===== config.mk =====
export PLATFORM = sky130hd
export DESIGN_NAME = dimmer_keypad_controller_unit_flat
export DESIGN_NICKNAME = d
export VERILOG_FILES = /design/src/hw/rtl/dkc_pkg.sv /design/src/hw/rtl/dkc_scan_if.sv /design/src/hw/rtl/dkc_result_if.sv /design/src/hw/rtl/dkc_cfg_if.sv /design/src/hw/rtl/dimmer_keypad_controller_unit.sv /design/src/flat_wrapper.sv
export VERILOG_INCLUDE_DIRS = /design/src /design/src/hw/rtl
export SDC_FILE = /design/constraint.sdc
export NUM_CORES = 1
export LEC_CHECK = 0
export ABC_AREA = 0
export BUFFER_PORTS_ARGS = -buffer_cell sky130_fd_sc_hd__buf_4
export CAP_MARGIN = 20
export CORE_ASPECT_RATIO = 0.6
export CORE_MARGIN = 10
export CORE_UTILIZATION = 45
export CTS_BUF_LIST = sky130_fd_sc_hd__clkbuf_8
export DETAILED_ROUTE_END_ITERATION = 8
export GPL_TIMING_DRIVEN = 0
export PLACE_DENSITY = 0.65
export SYNTH_ARGS = -nofsm -noshare
export SYNTH_HDL_FRONTEND = slang
export SYNTH_SLANG_ARGS = --single-unit

===== constraint.sdc =====
create_clock -name clk -period 7.32 [get_ports clk]
set_input_delay 0.366 -clock clk [delete_from_list [all_inputs] [get_ports clk]]
set_output_delay 0.366 -clock clk [all_outputs]
set_load 0.02 [all_outputs]

===== src/hw/rtl/dimmer_keypad_controller_unit_assert.svh =====
// Assertion macros for the dimmer keypad controller.
// Used by modules that declare clk and arst_n; no other dependencies.
`ifndef DIMMER_KEYPAD_CONTROLLER_UNIT_ASSERT_SVH
`define DIMMER_KEYPAD_CONTROLLER_UNIT_ASSERT_SVH

`ifndef SYNTHESIS

`define DKC_ASSERT(lbl, prop, msg) \
	lbl: assert property (@(posedge clk) disable iff (!arst_n) prop) else $error(msg);

`define DKC_NEVER(lbl, cond, msg) \
	lbl: assert property (@(posedge clk) disable iff (!arst_n) !(cond)) else $error(msg);

`else

`define DKC_ASSERT(lbl, prop, msg)

`define DKC_NEVER(lbl, cond, msg)

`endif

`endif


===== src/hw/rtl/dkc_pkg.sv =====
// Shared constants and types for the dimmer keypad controller.
// No dependencies; imported by the channel interfaces and the top level.
package dkc_pkg;

	localparam int NUM_KEYS   = 3;
	localparam int HOLD_WIDTH = 32;

	localparam int KEY_UP    = 0;
	localparam int KEY_POWER = 1;
	localparam int KEY_DOWN  = 2;

	localparam int BRIGHT_W  = 8;
	localparam int COUNT_W   = 8;
	localparam int THRESH_W  = 24;
	localparam int SAMPLE_W  = 16;
	localparam int CFG_IDX_W = 3;
	localparam int CFG_DAT_W = 24;

	typedef logic [CFG_IDX_W-1:0] cfg_idx_t;

	localparam cfg_idx_t CFG_DEBOUNCE_SCANS      = 3'd0;
	localparam cfg_idx_t CFG_REPEAT_THRESHOLD    = 3'd1;
	localparam cfg_idx_t CFG_LONG_HOLD_THRESHOLD = 3'd2;
	localparam cfg_idx_t CFG_MIN_BRIGHTNESS      = 3'd3;
	localparam cfg_idx_t CFG_INITIAL_BRIGHTNESS  = 3'd4;
	localparam cfg_idx_t CFG_INITIAL_POWER       = 3'd5;

	localparam logic [COUNT_W-1:0]  RST_DEBOUNCE_SCANS      = 8'd8;
	localparam logic [THRESH_W-1:0] RST_REPEAT_THRESHOLD    = 24'd50000;
	localparam logic [THRESH_W-1:0] RST_LONG_HOLD_THRESHOLD = 24'd7500000;
	localparam logic [BRIGHT_W-1:0] RST_MIN_BRIGHTNESS      = 8'd25;
	localparam logic [BRIGHT_W-1:0] RST_INITIAL_BRIGHTNESS  = 8'd128;
	localparam logic                RST_INITIAL_POWER       = 1'b0;

	localparam logic [BRIGHT_W-1:0] BRIGHT_MAX = '1;
	localparam logic [COUNT_W-1:0]  COUNT_MAX  = '1;

	typedef logic [HOLD_WIDTH-1:0] hold_t;

	typedef struct packed {
		logic [NUM_KEYS-1:0] key_levels;
		logic [SAMPLE_W-1:0] timer_sample;
	} scan_t;

	typedef struct packed {
		logic [BRIGHT_W-1:0] brightness;
		logic                power_on;
		logic                up_led;
		logic                down_led;
		logic                boot_pin_low;
		logic                brightness_changed;
		logic                power_changed;
		logic                save_request;
	} result_t;

endpackage


===== src/hw/rtl/dkc_scan_if.sv =====
// Scan request channel: raw key levels and timer sample.
// Depends on dkc_pkg.
interface dkc_scan_if;
	import dkc_pkg::*;

	logic                valid;
	logic                ready;
	logic [NUM_KEYS-1:0] key_levels;
	logic [SAMPLE_W-1:0] timer_sample;

	modport source (output valid, key_levels, timer_sample, input ready);
	modport sink (input valid, key_levels, timer_sample, output ready);
endinterface


===== src/hw/rtl/dkc_result_if.sv =====
// Result channel: dimmer state after each scan.
// Depends on dkc_pkg.
interface dkc_result_if;
	import dkc_pkg::*;

	logic                valid;
	logic                ready;
	logic [BRIGHT_W-1:0] brightness;
	logic                power_on;
	logic                up_led;
	logic                down_led;
	logic                boot_pin_low;
	logic                brightness_changed;
	logic                power_changed;
	logic                save_request;

	modport source (output valid, brightness, power_on, up_led, down_led, boot_pin_low,
		brightness_changed, power_changed, save_request, input ready);
	modport sink (input valid, brightness, power_on, up_led, down_led, boot_pin_low,
		brightness_changed, power_changed, save_request, output ready);
endinterface


===== src/hw/rtl/dkc_cfg_if.sv =====
// Configuration write channel: register index and write data.
// Depends on dkc_pkg.
interface dkc_cfg_if;
	import dkc_pkg::*;

	logic                 valid;
	logic                 ready;
	logic [CFG_IDX_W-1:0] index;
	logic [CFG_DAT_W-1:0] data;

	modport source (output valid, index, data, input ready);
	modport sink (input valid, index, data, output ready);
endinterface


===== src/hw/rtl/dimmer_keypad_controller_unit.sv =====
// Dimmer keypad controller: button debounce for up, power, down, with hold-to-repeat on up and down.
// Depends on dkc_pkg, the dkc_*_if channel interfaces and the assertion macro header.
//
// One scan request is taken every cycle while the block is not stalled. A request lands in
// an input register, the three keys are resolved in order (up, power, down) by one pass of
// logic that updates the debounce state and loads the result register, from which the result
// is offered. The block stalls only while the result register is full and not taken; the
// configuration port is always ready and its registers take effect on the next scan.
// Writing initial_brightness or initial_power also loads the live brightness or power.
`include "dimmer_keypad_controller_unit_assert.svh"

module dimmer_keypad_controller_unit (
	input logic        clk,
	input logic        arst_n,
	dkc_scan_if.sink   scan,
	dkc_result_if.source result,
	dkc_cfg_if.sink    cfg
);
	import dkc_pkg::*;

	// configuration
	logic [COUNT_W-1:0]  debounce_q;
	logic [THRESH_W-1:0] repeat_thr_q;
	logic [THRESH_W-1:0] long_thr_q;
	logic [BRIGHT_W-1:0] min_bright_q;

	// key state
	logic [NUM_KEYS-1:0] prev_q;
	logic [NUM_KEYS-1:0] qual_q;
	logic [COUNT_W-1:0]  cnt_q [NUM_KEYS];
	hold_t               hold_q [NUM_KEYS];
	logic [BRIGHT_W-1:0] bright_q;
	logic                pwr_q;
	logic [1:0]          led_q;
	logic                boot_q;

	// pipeline
	logic    valid_s1;
	scan_t   scan_s1;
	logic    out_valid_q;
	result_t out_q;

	logic advance;
	logic step;
	logic cfg_wr;

	logic [NUM_KEYS-1:0] prev_d;
	logic [NUM_KEYS-1:0] qual_d;
	logic [COUNT_W-1:0]  cnt_d [NUM_KEYS];
	hold_t               hold_d [NUM_KEYS];
	logic [BRIGHT_W-1:0] bright_d;
	logic                pwr_d;
	logic [1:0]          led_d;
	logic                boot_d;
	logic                bchg_d;
	logic                pchg_d;

	assign advance      = !out_valid_q || result.ready;
	assign step         = valid_s1 && advance;
	assign scan.ready   = !valid_s1 || advance;
	assign cfg.ready    = 1'b1;
	assign cfg_wr       = cfg.valid && cfg.ready;

	assign result.valid              = out_valid_q;
	assign result.brightness         = out_q.brightness;
	assign result.power_on           = out_q.power_on;
	assign result.up_led             = out_q.up_led;
	assign result.down_led           = out_q.down_led;
	assign result.boot_pin_low       = out_q.boot_pin_low;
	assign result.brightness_changed = out_q.brightness_changed;
	assign result.power_changed      = out_q.power_changed;
	assign result.save_request       = out_q.save_request;

	// resolve the keys in order; each sees what the earlier ones changed
	always_comb begin
		logic                lvl;
		logic                qualified;
		logic [HOLD_WIDTH:0] sum;
		hold_t               tot;

		bright_d = bright_q;
		pwr_d    = pwr_q;
		led_d    = led_q;
		boot_d   = boot_q;
		bchg_d   = 1'b0;
		pchg_d   = 1'b0;
		qual_d   = qual_q;
		prev_d   = scan_s1.key_levels;
		for (int i = 0; i < NUM_KEYS; i++) begin
			lvl = scan_s1.key_levels[i];
			cnt_d[i] = (lvl != prev_q[i]) ? '0 : cnt_q[i];
			if (cnt_d[i] != COUNT_MAX) begin
				cnt_d[i] = cnt_d[i] + 1'b1;
			end
			qualified = (cnt_d[i] >= debounce_q);
			sum = {1'b0, hold_q[i]} + (HOLD_WIDTH+1)'(scan_s1.timer_sample);
			tot = sum[HOLD_WIDTH] ? '1 : sum[HOLD_WIDTH-1:0];
			hold_d[i] = hold_q[i];
			if (qualified) begin
				if (!lvl) begin
					hold_d[i] = tot;
					if (pwr_d) begin
						if (tot >= HOLD_WIDTH'(repeat_thr_q)) begin
							if (i == KEY_UP && bright_d != BRIGHT_MAX) begin
								bright_d = bright_d + 1'b1;
								led_d[0] = ~led_d[0];
								bchg_d   = 1'b1;
							end else if (i == KEY_DOWN && bright_d > min_bright_q) begin
								bright_d = bright_d - 1'b1;
								led_d[1] = ~led_d[1];
								bchg_d   = 1'b1;
							end
							hold_d[i] = '0;
						end
					end else if (tot >= HOLD_WIDTH'(long_thr_q)) begin
						if (i == KEY_DOWN) begin
							boot_d = 1'b1;
						end
						hold_d[i] = '0;
					end
				end else begin
					hold_d[i] = '0;
				end
				// qualified release
				if (lvl != qual_q[i]) begin
					qual_d[i] = lvl;
					if (lvl) begin
						if (i == KEY_POWER) begin
							pwr_d  = ~pwr_d;
							pchg_d = 1'b1;
						end
						led_d  = '0;
						boot_d = 1'b0;
					end
				end
			end
		end
	end

	always_ff @(posedge clk or negedge arst_n) begin
		if (!arst_n) begin
			debounce_q    <= RST_DEBOUNCE_SCANS;
			repeat_thr_q  <= RST_REPEAT_THRESHOLD;
			long_thr_q    <= RST_LONG_HOLD_THRESHOLD;
			min_bright_q  <= RST_MIN_BRIGHTNESS;
			prev_q        <= '1;
			qual_q        <= '1;
			cnt_q         <= '{default: '0};
			hold_q        <= '{default: '0};
			bright_q      <= RST_INITIAL_BRIGHTNESS;
			pwr_q         <= RST_INITIAL_POWER;
			led_q         <= '0;
			boot_q        <= 1'b0;
			valid_s1      <= 1'b0;
			out_valid_q   <= 1'b0;
		end else begin
			if (scan.valid && scan.ready) begin
				valid_s1 <= 1'b1;
			end else if (advance) begin
				valid_s1 <= 1'b0;
			end
			if (step) begin
				out_valid_q <= 1'b1;
			end else if (result.ready) begin
				out_valid_q <= 1'b0;
			end
			if (step) begin
				prev_q   <= prev_d;
				qual_q   <= qual_d;
				cnt_q    <= cnt_d;
				hold_q   <= hold_d;
				led_q    <= led_d;
				boot_q   <= boot_d;
			end
			// a write of the initial values loads the live state
			if (cfg_wr && cfg.index == CFG_INITIAL_BRIGHTNESS) begin
				bright_q <= cfg.data[BRIGHT_W-1:0];
			end else if (step) begin
				bright_q <= bright_d;
			end
			if (cfg_wr && cfg.index == CFG_INITIAL_POWER) begin
				pwr_q <= cfg.data[0];
			end else if (step) begin
				pwr_q <= pwr_d;
			end
			if (cfg_wr) begin
				case (cfg.index)
					CFG_DEBOUNCE_SCANS: debounce_q <= cfg.data[COUNT_W-1:0];
					CFG_REPEAT_THRESHOLD: repeat_thr_q <= cfg.data[THRESH_W-1:0];
					CFG_LONG_HOLD_THRESHOLD: long_thr_q <= cfg.data[THRESH_W-1:0];
					CFG_MIN_BRIGHTNESS: min_bright_q <= cfg.data[BRIGHT_W-1:0];
					default: ;
				endcase
			end
		end
	end

	// payload registers
	always_ff @(posedge clk) begin
		if (scan.valid && scan.ready) begin
			scan_s1.key_levels   <= scan.key_levels;
			scan_s1.timer_sample <= scan.timer_sample;
		end
		if (step) begin
			out_q.brightness         <= bright_d;
			out_q.power_on           <= pwr_d;
			out_q.up_led             <= led_d[0];
			out_q.down_led           <= led_d[1];
			out_q.boot_pin_low       <= boot_d;
			out_q.brightness_changed <= bchg_d;
			out_q.power_changed      <= pchg_d;
			out_q.save_request       <= pchg_d;
		end
	end

	`DKC_ASSERT(a_bright_flag, step && !bchg_d |-> bright_d == bright_q, "brightness moved without flag")
	`DKC_ASSERT(a_stall_holds, valid_s1 && !advance |=> valid_s1, "stalled request dropped")
	`DKC_ASSERT(a_step_result, step |=> result.valid, "processed request produced no result")
	`DKC_NEVER(a_no_overwrite, result.valid && !result.ready && step, "result overwritten while stalled")

endmodule


===== src/flat_wrapper.sv =====
// flat-port wrapper written by rule: the top's interface ports become plain ports
module dimmer_keypad_controller_unit_flat import dkc_pkg::*;
  (clk, arst_n, scan_valid, scan_key_levels, scan_timer_sample, scan_ready, result_valid, result_brightness, result_power_on, result_up_led, result_down_led, result_boot_pin_low, result_brightness_changed, result_power_changed, result_save_request, result_ready, cfg_valid, cfg_index, cfg_data, cfg_ready);
  dkc_scan_if scan_i ();
  dkc_result_if result_i ();
  dkc_cfg_if cfg_i ();
  input logic clk;
  input logic arst_n;
  input wire logic [$bits(scan_i.valid)-1:0] scan_valid;
  input wire logic [$bits(scan_i.key_levels)-1:0] scan_key_levels;
  input wire logic [$bits(scan_i.timer_sample)-1:0] scan_timer_sample;
  output wire logic [$bits(scan_i.ready)-1:0] scan_ready;
  output wire logic [$bits(result_i.valid)-1:0] result_valid;
  output wire logic [$bits(result_i.brightness)-1:0] result_brightness;
  output wire logic [$bits(result_i.power_on)-1:0] result_power_on;
  output wire logic [$bits(result_i.up_led)-1:0] result_up_led;
  output wire logic [$bits(result_i.down_led)-1:0] result_down_led;
  output wire logic [$bits(result_i.boot_pin_low)-1:0] result_boot_pin_low;
  output wire logic [$bits(result_i.brightness_changed)-1:0] result_brightness_changed;
  output wire logic [$bits(result_i.power_changed)-1:0] result_power_changed;
  output wire logic [$bits(result_i.save_request)-1:0] result_save_request;
  input wire logic [$bits(result_i.ready)-1:0] result_ready;
  input wire logic [$bits(cfg_i.valid)-1:0] cfg_valid;
  input wire logic [$bits(cfg_i.index)-1:0] cfg_index;
  input wire logic [$bits(cfg_i.data)-1:0] cfg_data;
  output wire logic [$bits(cfg_i.ready)-1:0] cfg_ready;
  assign scan_i.valid = scan_valid;
  assign scan_i.key_levels = scan_key_levels;
  assign scan_i.timer_sample = scan_timer_sample;
  assign scan_ready = scan_i.ready;
  assign result_valid = result_i.valid;
  assign result_brightness = result_i.brightness;
  assign result_power_on = result_i.power_on;
  assign result_up_led = result_i.up_led;
  assign result_down_led = result_i.down_led;
  assign result_boot_pin_low = result_i.boot_pin_low;
  assign result_brightness_changed = result_i.brightness_changed;
  assign result_power_changed = result_i.power_changed;
  assign result_save_request = result_i.save_request;
  assign result_i.ready = result_ready;
  assign cfg_i.valid = cfg_valid;
  assign cfg_i.index = cfg_index;
  assign cfg_i.data = cfg_data;
  assign cfg_ready = cfg_i.ready;
  dimmer_keypad_controller_unit u_core (.clk(clk), .arst_n(arst_n), .scan(scan_i), .result(result_i), .cfg(cfg_i));
endmodule

# Word-level counts from Yosys, hierarchy flattened
# Index checks and enable logic that the tools add are counted.
[op_classes] add_sub_neg=7 n_lt_le_gt_ge=8 eq_ne=15 mux=77 bitwise_logic=3 reduce_logical=23
[ops] op="two-way mux 32 bit" count=10
[ops] op="two-way mux 8 bit" count=18
[ops] op="greater-or-equal comparator 32 x 24 -> 1 bit" count=4
[ops] op="adder 32 x 16 -> 33 bit" count=2
[ops] op="two-way mux 1 bit" count=40
[ops] op="adder 8 x 1 -> 8 bit, second input constant" count=4
[ops] op="!= test 8 bit, second input constant" count=4
[ops] op="greater-or-equal comparator 8 bit" count=3
[ops] op="two-way mux 2 bit" count=9
[ops] op="AND reduction 2 bit" count=7
[ops] op="AND reduction 3 bit" count=3
[ops] op="> comparator 8 bit" count=1
[ops] op="nonzero test 2 bit" count=4
[ops] op="subtractor 8 x 1 -> 8 bit, second input constant" count=1
[ops] op="== test 3 x 2 -> 1 bit, second input constant" count=2
[ops] op="== test 3 bit, second input constant" count=2
[ops] op="!= test 1 bit" count=6
[ops] op="logical AND 1 bit" count=4
[ops] op="== test 3 x 1 -> 1 bit, second input constant" count=1
[ops] op="logical NOT 3 bit" count=1
[ops] op="inverter 1 bit" count=3
[ops] op="logical NOT 1 bit" count=2
[ops] op="logical OR 1 bit" count=2
[totals] ff_bits=205 in_bits=51 out_inout_bits=18 wordCells=161

# Longest topological paths before layout
[depth] ltp_word=20 mapped_depth=33 depth_no_buf=33

# Worst setup path before layout
# OpenSTA, ideal clock, no wires.
[synth_timing] path_type="register -> register" from="register u_core.scan_s1[0] in the netlist's numbering" to="register, netlist name u_core.result.brightness[6]" setup_ns=0.259 t_arrival_ns=6.015 required_time_ns=7.061 slack_ns=1.046 stages_incl_launch_ff=31 path_buffers=1 synth_period_minus_slack_ns=6.274 path_cell_list="edfxtp_1 ha_1 fa_1 a211oi_2 o211ai_1 a31oi_2 a21oi_1 nand2b_1 clkbuf_1 and2_1 inv_1 ha_1 a2111oi_0 o21ai_0 a221o_1 a21o_1 o21ai_4 mux2i_1 inv_1 ha_1 nor2b_1 o21a_1 o21ai_0 nand2b_1 a21oi_1 o21ai_0 nand3_1 a211oi_4 and2_1 a31oi_1 or2_1"
[synth_between] elab_chain_cells=13 elab_cells_between_ends=17 cone_classes="add/sub: 3; order compare: 3; mux: 11"
[synth_rtl] element="start: declaration" line="dimmer_keypad_controller_unit.sv:39" source="scan_t scan_s1;"
[synth_rtl] element="adder 32 x 16 -> 33 bit" line="dimmer_keypad_controller_unit.sv:96" source="sum = {1'b0, hold_q[i]} + (HOLD_WIDTH+1)'(scan_s1.timer_sample);"
[synth_rtl] element="two-way mux 32 bit" line="dimmer_keypad_controller_unit.sv:97" source="tot = sum[HOLD_WIDTH] ? '1 : sum[HOLD_WIDTH-1:0];"
[synth_rtl] element="greater-or-equal comparator 32 x 24 -> 1 bit" line="dimmer_keypad_controller_unit.sv:103" source="if (tot >= HOLD_WIDTH'(repeat_thr_q)) begin"
[synth_rtl] element="two-way mux 8 bit" line="dimmer_keypad_controller_unit.sv:103"
[synth_rtl] element="two-way mux 8 bit" line="dimmer_keypad_controller_unit.sv:102" source="if (pwr_d) begin"
[synth_rtl] element="two-way mux 8 bit" line="dimmer_keypad_controller_unit.sv:100" source="if (!lvl) begin"
[synth_rtl] element="two-way mux 8 bit" line="dimmer_keypad_controller_unit.sv:99" source="if (qualified) begin"
[synth_rtl] element="subtractor 8 x 1 -> 8 bit or > comparator 8 bit (tied branches)"
[synth_rtl] element="two-way mux 8 bit" line="dimmer_keypad_controller_unit.sv:108" source="end else if (i == KEY_DOWN && bright_d > min_bright_q) begin"
[synth_rtl] element="two-way mux 8 bit" line="dimmer_keypad_controller_unit.sv:103"
[synth_rtl] element="two-way mux 8 bit" line="dimmer_keypad_controller_unit.sv:102"
[synth_rtl] element="two-way mux 8 bit" line="dimmer_keypad_controller_unit.sv:100"
[synth_rtl] element="two-way mux 8 bit (*)" line="dimmer_keypad_controller_unit.sv:99"
[synth_rtl] element="named net u_core.bright_d[6]" line="dimmer_keypad_controller_unit.sv:51" source="logic [BRIGHT_W-1:0] bright_d;"
# Mark *: on every way through the listed nets, which the timed path passes. The rest lies on a longest branch.
# A chain may end at the register's enable or synchronous reset.

# Final worst setup path
[layout_timing] from="register u_core.scan_s1[0] in the netlist's numbering" to="register, netlist name u_core.result.brightness[7]"
[layout_between] elab_chain_cells=13 elab_cells_between_ends=17 cone_classes="add/sub: 3; order compare: 3; mux: 11"
[layout_rtl] element="adder 32 x 16 -> 33 bit" line="dimmer_keypad_controller_unit.sv:96"
[layout_rtl] element="two-way mux 32 bit" line="dimmer_keypad_controller_unit.sv:97"
[layout_rtl] element="greater-or-equal comparator 32 x 24 -> 1 bit" line="dimmer_keypad_controller_unit.sv:103"
[layout_rtl] element="two-way mux 8 bit" line="dimmer_keypad_controller_unit.sv:103"
[layout_rtl] element="two-way mux 8 bit" line="dimmer_keypad_controller_unit.sv:102"
[layout_rtl] element="two-way mux 8 bit" line="dimmer_keypad_controller_unit.sv:100"
[layout_rtl] element="two-way mux 8 bit" line="dimmer_keypad_controller_unit.sv:99"
[layout_rtl] element="subtractor 8 x 1 -> 8 bit or > comparator 8 bit (tied branches)"
[layout_rtl] element="two-way mux 8 bit" line="dimmer_keypad_controller_unit.sv:108"
[layout_rtl] element="two-way mux 8 bit" line="dimmer_keypad_controller_unit.sv:103"
[layout_rtl] element="two-way mux 8 bit" line="dimmer_keypad_controller_unit.sv:102"
[layout_rtl] element="two-way mux 8 bit" line="dimmer_keypad_controller_unit.sv:100"
[layout_rtl] element="two-way mux 8 bit (*)" line="dimmer_keypad_controller_unit.sv:99"
[layout_rtl] element="named net u_core.bright_d[7]" line="dimmer_keypad_controller_unit.sv:51"
# Marks and branches as above.

==> impl_metrics.env <==
export IMPL_cts_root_buf="clkbuf_8"
export IMPL_crit_arrival_ps=7420
export IMPL_synthTopCellsByCount="nand2_1 (247), ha_1 (165), o21ai_0 (146), dfrtp_1 (145), inv_1 (143)"
export IMPL_power_density_mw_per_mm2=216
export IMPL_clk_latency_ps=570
export IMPL_drt_first_pass_iters=5
export IMPL_crit_type="flip-flop to flip-flop"
export IMPL_yosysWarnings=0
export IMPL_worst_slack_ps=239
export IMPL_ant_nets=0
export IMPL_htreeDepth=2
export IMPL_required_ps=7660
export IMPL_leakage_nw=8.06
export IMPL_synth_simple_area_share=0.187
export IMPL_dp_hpwl_um=33100
export IMPL_async_flop_share=0.839
export IMPL_synth_top_area_share=0.253
export IMPL_synth_largest_area_cell="dfrtp_1"
export IMPL_swShare=0.345
export IMPL_grt_overflow_total=0
export IMPL_via_per_inst=5.58
export IMPL_instances_no_fill=2221
export IMPL_end_kind="flip-flop"
export IMPL_die_w_um=251
export IMPL_worstSetupStartpointType="flip-flop"
export IMPL_slowest_stage="mux2i_1"
export IMPL_dpl_cell_count=2115
export IMPL_clock_skew_ps=40.8
export IMPL_p_seq_frac=0.402
export IMPL_dr_total_vias=12398
export IMPL_netlist_top_cells_area="dfrtp_1 (25%), ha_1 (14%), edfxtp_1 (6.9%)"
export IMPL_ys_types=76
export IMPL_drive_gt1_frac=0.140
export IMPL_drt_initial_drc_count=1282
export IMPL_initial_core_util=0.458
export IMPL_p_sw_mw=1.25
export IMPL_final_core_utilization=0.536
export IMPL_tightest_slew_ps=1030
export IMPL_nNetsFinal=1994
export IMPL_preCtsSetupSlack_ps=-1270
export IMPL_hold_viol=0
export IMPL_drc=0
export IMPL_p_comb_frac=0.294
export IMPL_syn2layout_area_growth_pct=16.9
export IMPL_drt_wirelength_per_cell_um=19.0
export IMPL_slew_viol_final=0
export IMPL_maxSlewHeadroom=0.307
export IMPL_track_usage=0.211
export IMPL_fin_crit_sh=0.967
export IMPL_status="finished, final reports clean"
export IMPL_clockPowerShare=0.304
export IMPL_synth_adder_area_share=0.147
export IMPL_p_int_mw=2.38
export IMPL_ios=69
export IMPL_fill_cells=2912
export IMPL_grt_antenna_before_repair=2
export IMPL_synth_edf_count=33
export IMPL_hold_slack_ps=27.2
export IMPL_synth_compound_gate_area_share=0.167
export IMPL_rr_worst_depth=30
export IMPL_ir_worst_vdd_mv=0.149
export IMPL_synth_xor_xnor_area_share=0.0499
export IMPL_synth_net_count=1846
export IMPL_ys_ff_latch=205
export IMPL_port_buffers=67
export IMPL_grt_max_degree=93
export IMPL_setup_viol=0
export IMPL_syn_area_per_cell_um2=8.82
export IMPL_critPathMaxStageDelay_ps=450
export IMPL_hold_depth=3
export IMPL_grt_pass1_vias=11965
export IMPL_synth_top_family_by_area="simple AND/OR/NAND/NOR gates"
export IMPL_wl_um=42200
export IMPL_drv_cap=0
export IMPL_dieArea_mm2=0.0397
export IMPL_path_max_fanout=7
export IMPL_clk_pin_slew_ps=80
export IMPL_post_synth_top_count_cell="nand2_1"
export IMPL_cts_tree="done"
export IMPL_total_power_mw=3.63
export IMPL_synthMuxAreaShare=0.0263
export IMPL_cts_buffers=36
export IMPL_synth_seq_area_share=0.371
export IMPL_synthCells=1628
export IMPL_netlist_area_mm2=0.0144
export IMPL_fmax_mhz=141
export IMPL_fin_crit_ps=7080
export IMPL_num_rows=50
export IMPL_die_h_um=158
export IMPL_core_area_mm2=0.0313
export IMPL_cts_sinks=205
export IMPL_hp_class="input pin to flip-flop"
export IMPL_gp_congestion=0.935
export IMPL_synth_ff_type="dfrtp_1"
export IMPL_grt_pass1_wl_um=66500
export IMPL_cts_path_max_buffers=3
==> metal layers <==
layer | routed length (µm) | track usage | vias up
li1 | - | - | 5973
met1 | 21700 | 0.328 | 5934
met2 | 16200 | 0.285 | 440
met3 | 3770 | 0.0489 | 51
met4 | 544 | 0.0389 | 0
met5 | 0 | 0 | -
==> power by group through the flow <==
stage          sequential, mW  combinational [mW]  clock (mW)
2_1_floorplan            1.46               0.674           0
3_3_place_gp             1.47               0.965           0
4_1_cts                  1.46                1.03        1.13
3_5_place_dp             1.47                1.00           0
6_report                 1.46                1.07        1.10
5_1_grt                  1.48                1.20        1.18
==> stage by stage <==
step	instance area [µm²]	TNS, ps
final	16800	0
after global routing	16800	-21.5
after CTS	16500	0
after detailed placement	15500	-20080
after global placement	15400	-19480
after floorplan	14400	0
==> cells by family (layout without fill, tap and decap cells) <==
kind of cell               after synthesis  count (layout)
DFF                                    205             205
xor gates and xnor gates                81              81
AOI/OAI and AO/OA                      391             391
adders and majority gates              167             167
and+or+nand+nor                        554             554
buffers and inverters                  194             370
muxes                                   35              35
other                                    1               2
==> critical path: cells and delay by family (launching register included) <==
family          cells  cell delay, ps
fa+ha+maj           4            1120
simple gates        7             990
buf+inv             4             540
xor+xnor            1             190
flops               1             430
mux                 1             450
compound gates     13            3130
==> placed cells by master, fill, tap and decap left out, types with 6 or more instances in the layout <==
cell type,n
clkbuf_8,44
xor2_1,37
nor2_1,79
inv_1,151
or3_1,7
a21oi_1,93
buf_4,86
o21ai_0,144
o211ai_1,10
and3_1,15
mux2_2,22
and2_1,58
nand2b_1,18
dlygate4sd3_1,21
clkbuf_1,36
nor2b_1,11
nand3_1,33
a21o_1,56
clkinv_1,6
or2_2,6
nand4_1,33
a31oi_1,8
o21ai_1,6
nor3_1,15
edfxtp_1,33
o21a_1,9
nand2_1,247
dfstp_2,27
dfrtp_1,145
ha_1,161
mux2i_1,12
xnor2_1,41
a211oi_1,10
==> registers in the layout (all words and copies together), names as in the netlist, 2 cells and up <==
| register | count |
|---|---|
| u_core.bright_q | 8 |
| u_core.cnt_q | 24 |
| u_core.debounce_q | 8 |
| u_core.hold_q | 64 |
| u_core.led_q | 2 |
| u_core.long_thr_q | 24 |
| u_core.min_bright_q | 8 |
| u_core.prev_d | 3 |
| u_core.prev_q | 3 |
| u_core.qual_q | 3 |
| u_core.repeat_thr_q | 24 |
| u_core.result.brightness | 8 |
| u_core.scan_s1 | 16 |
==> repair_timing <==
| item | CTS | global route |
|---|---|---|
| resized for setup | 14 | 41 |
| hold endpoints to repair | 86 | 0 |
| hold buffers | 21 | 0 |
| setup endpoints to repair | 19 | 38 |
| pin swaps | 8 | 17 |
| buffers inserted | 6 | 12 |
==> final cells by class <==
class	instances	area, µm²	area share
antenna	1	2.50	0.000149
inverter	144	541	0.0322
clock buffer	44	606	0.0361
timing repair buffer	110	946	0.0564
clock inverter	22	125	0.00745
tap	416	520	0.0310
multi-input combinational	1229	8490	0.506
buffer	50	228	0.0136
sequential	205	5330	0.317
==> path summary, 6_finish.rpt <==
| path | endpoint | startpoint | slack [ps] |
|---|---|---|---|
| worst max-delay path | u_core.result.brightness[7] | u_core.scan_s1[0] | 240 |
| worst min-delay path | u_core.repeat_thr_q[12] | cfg_data[12] | 30 |
| worst max register to register | u_core.result.brightness[7] | u_core.scan_s1[0] | 240 |
| worst min register to register | u_core.cnt_q[9] | u_core.cnt_q[9] | 480 |
| max in group asynchronous | u_core.long_thr_q[22] | arst_n | 6000 |
| min in group asynchronous | u_core.hold_q[64] | arst_n | 370 |
No activity file was read; power rests on OpenSTA's default activity.
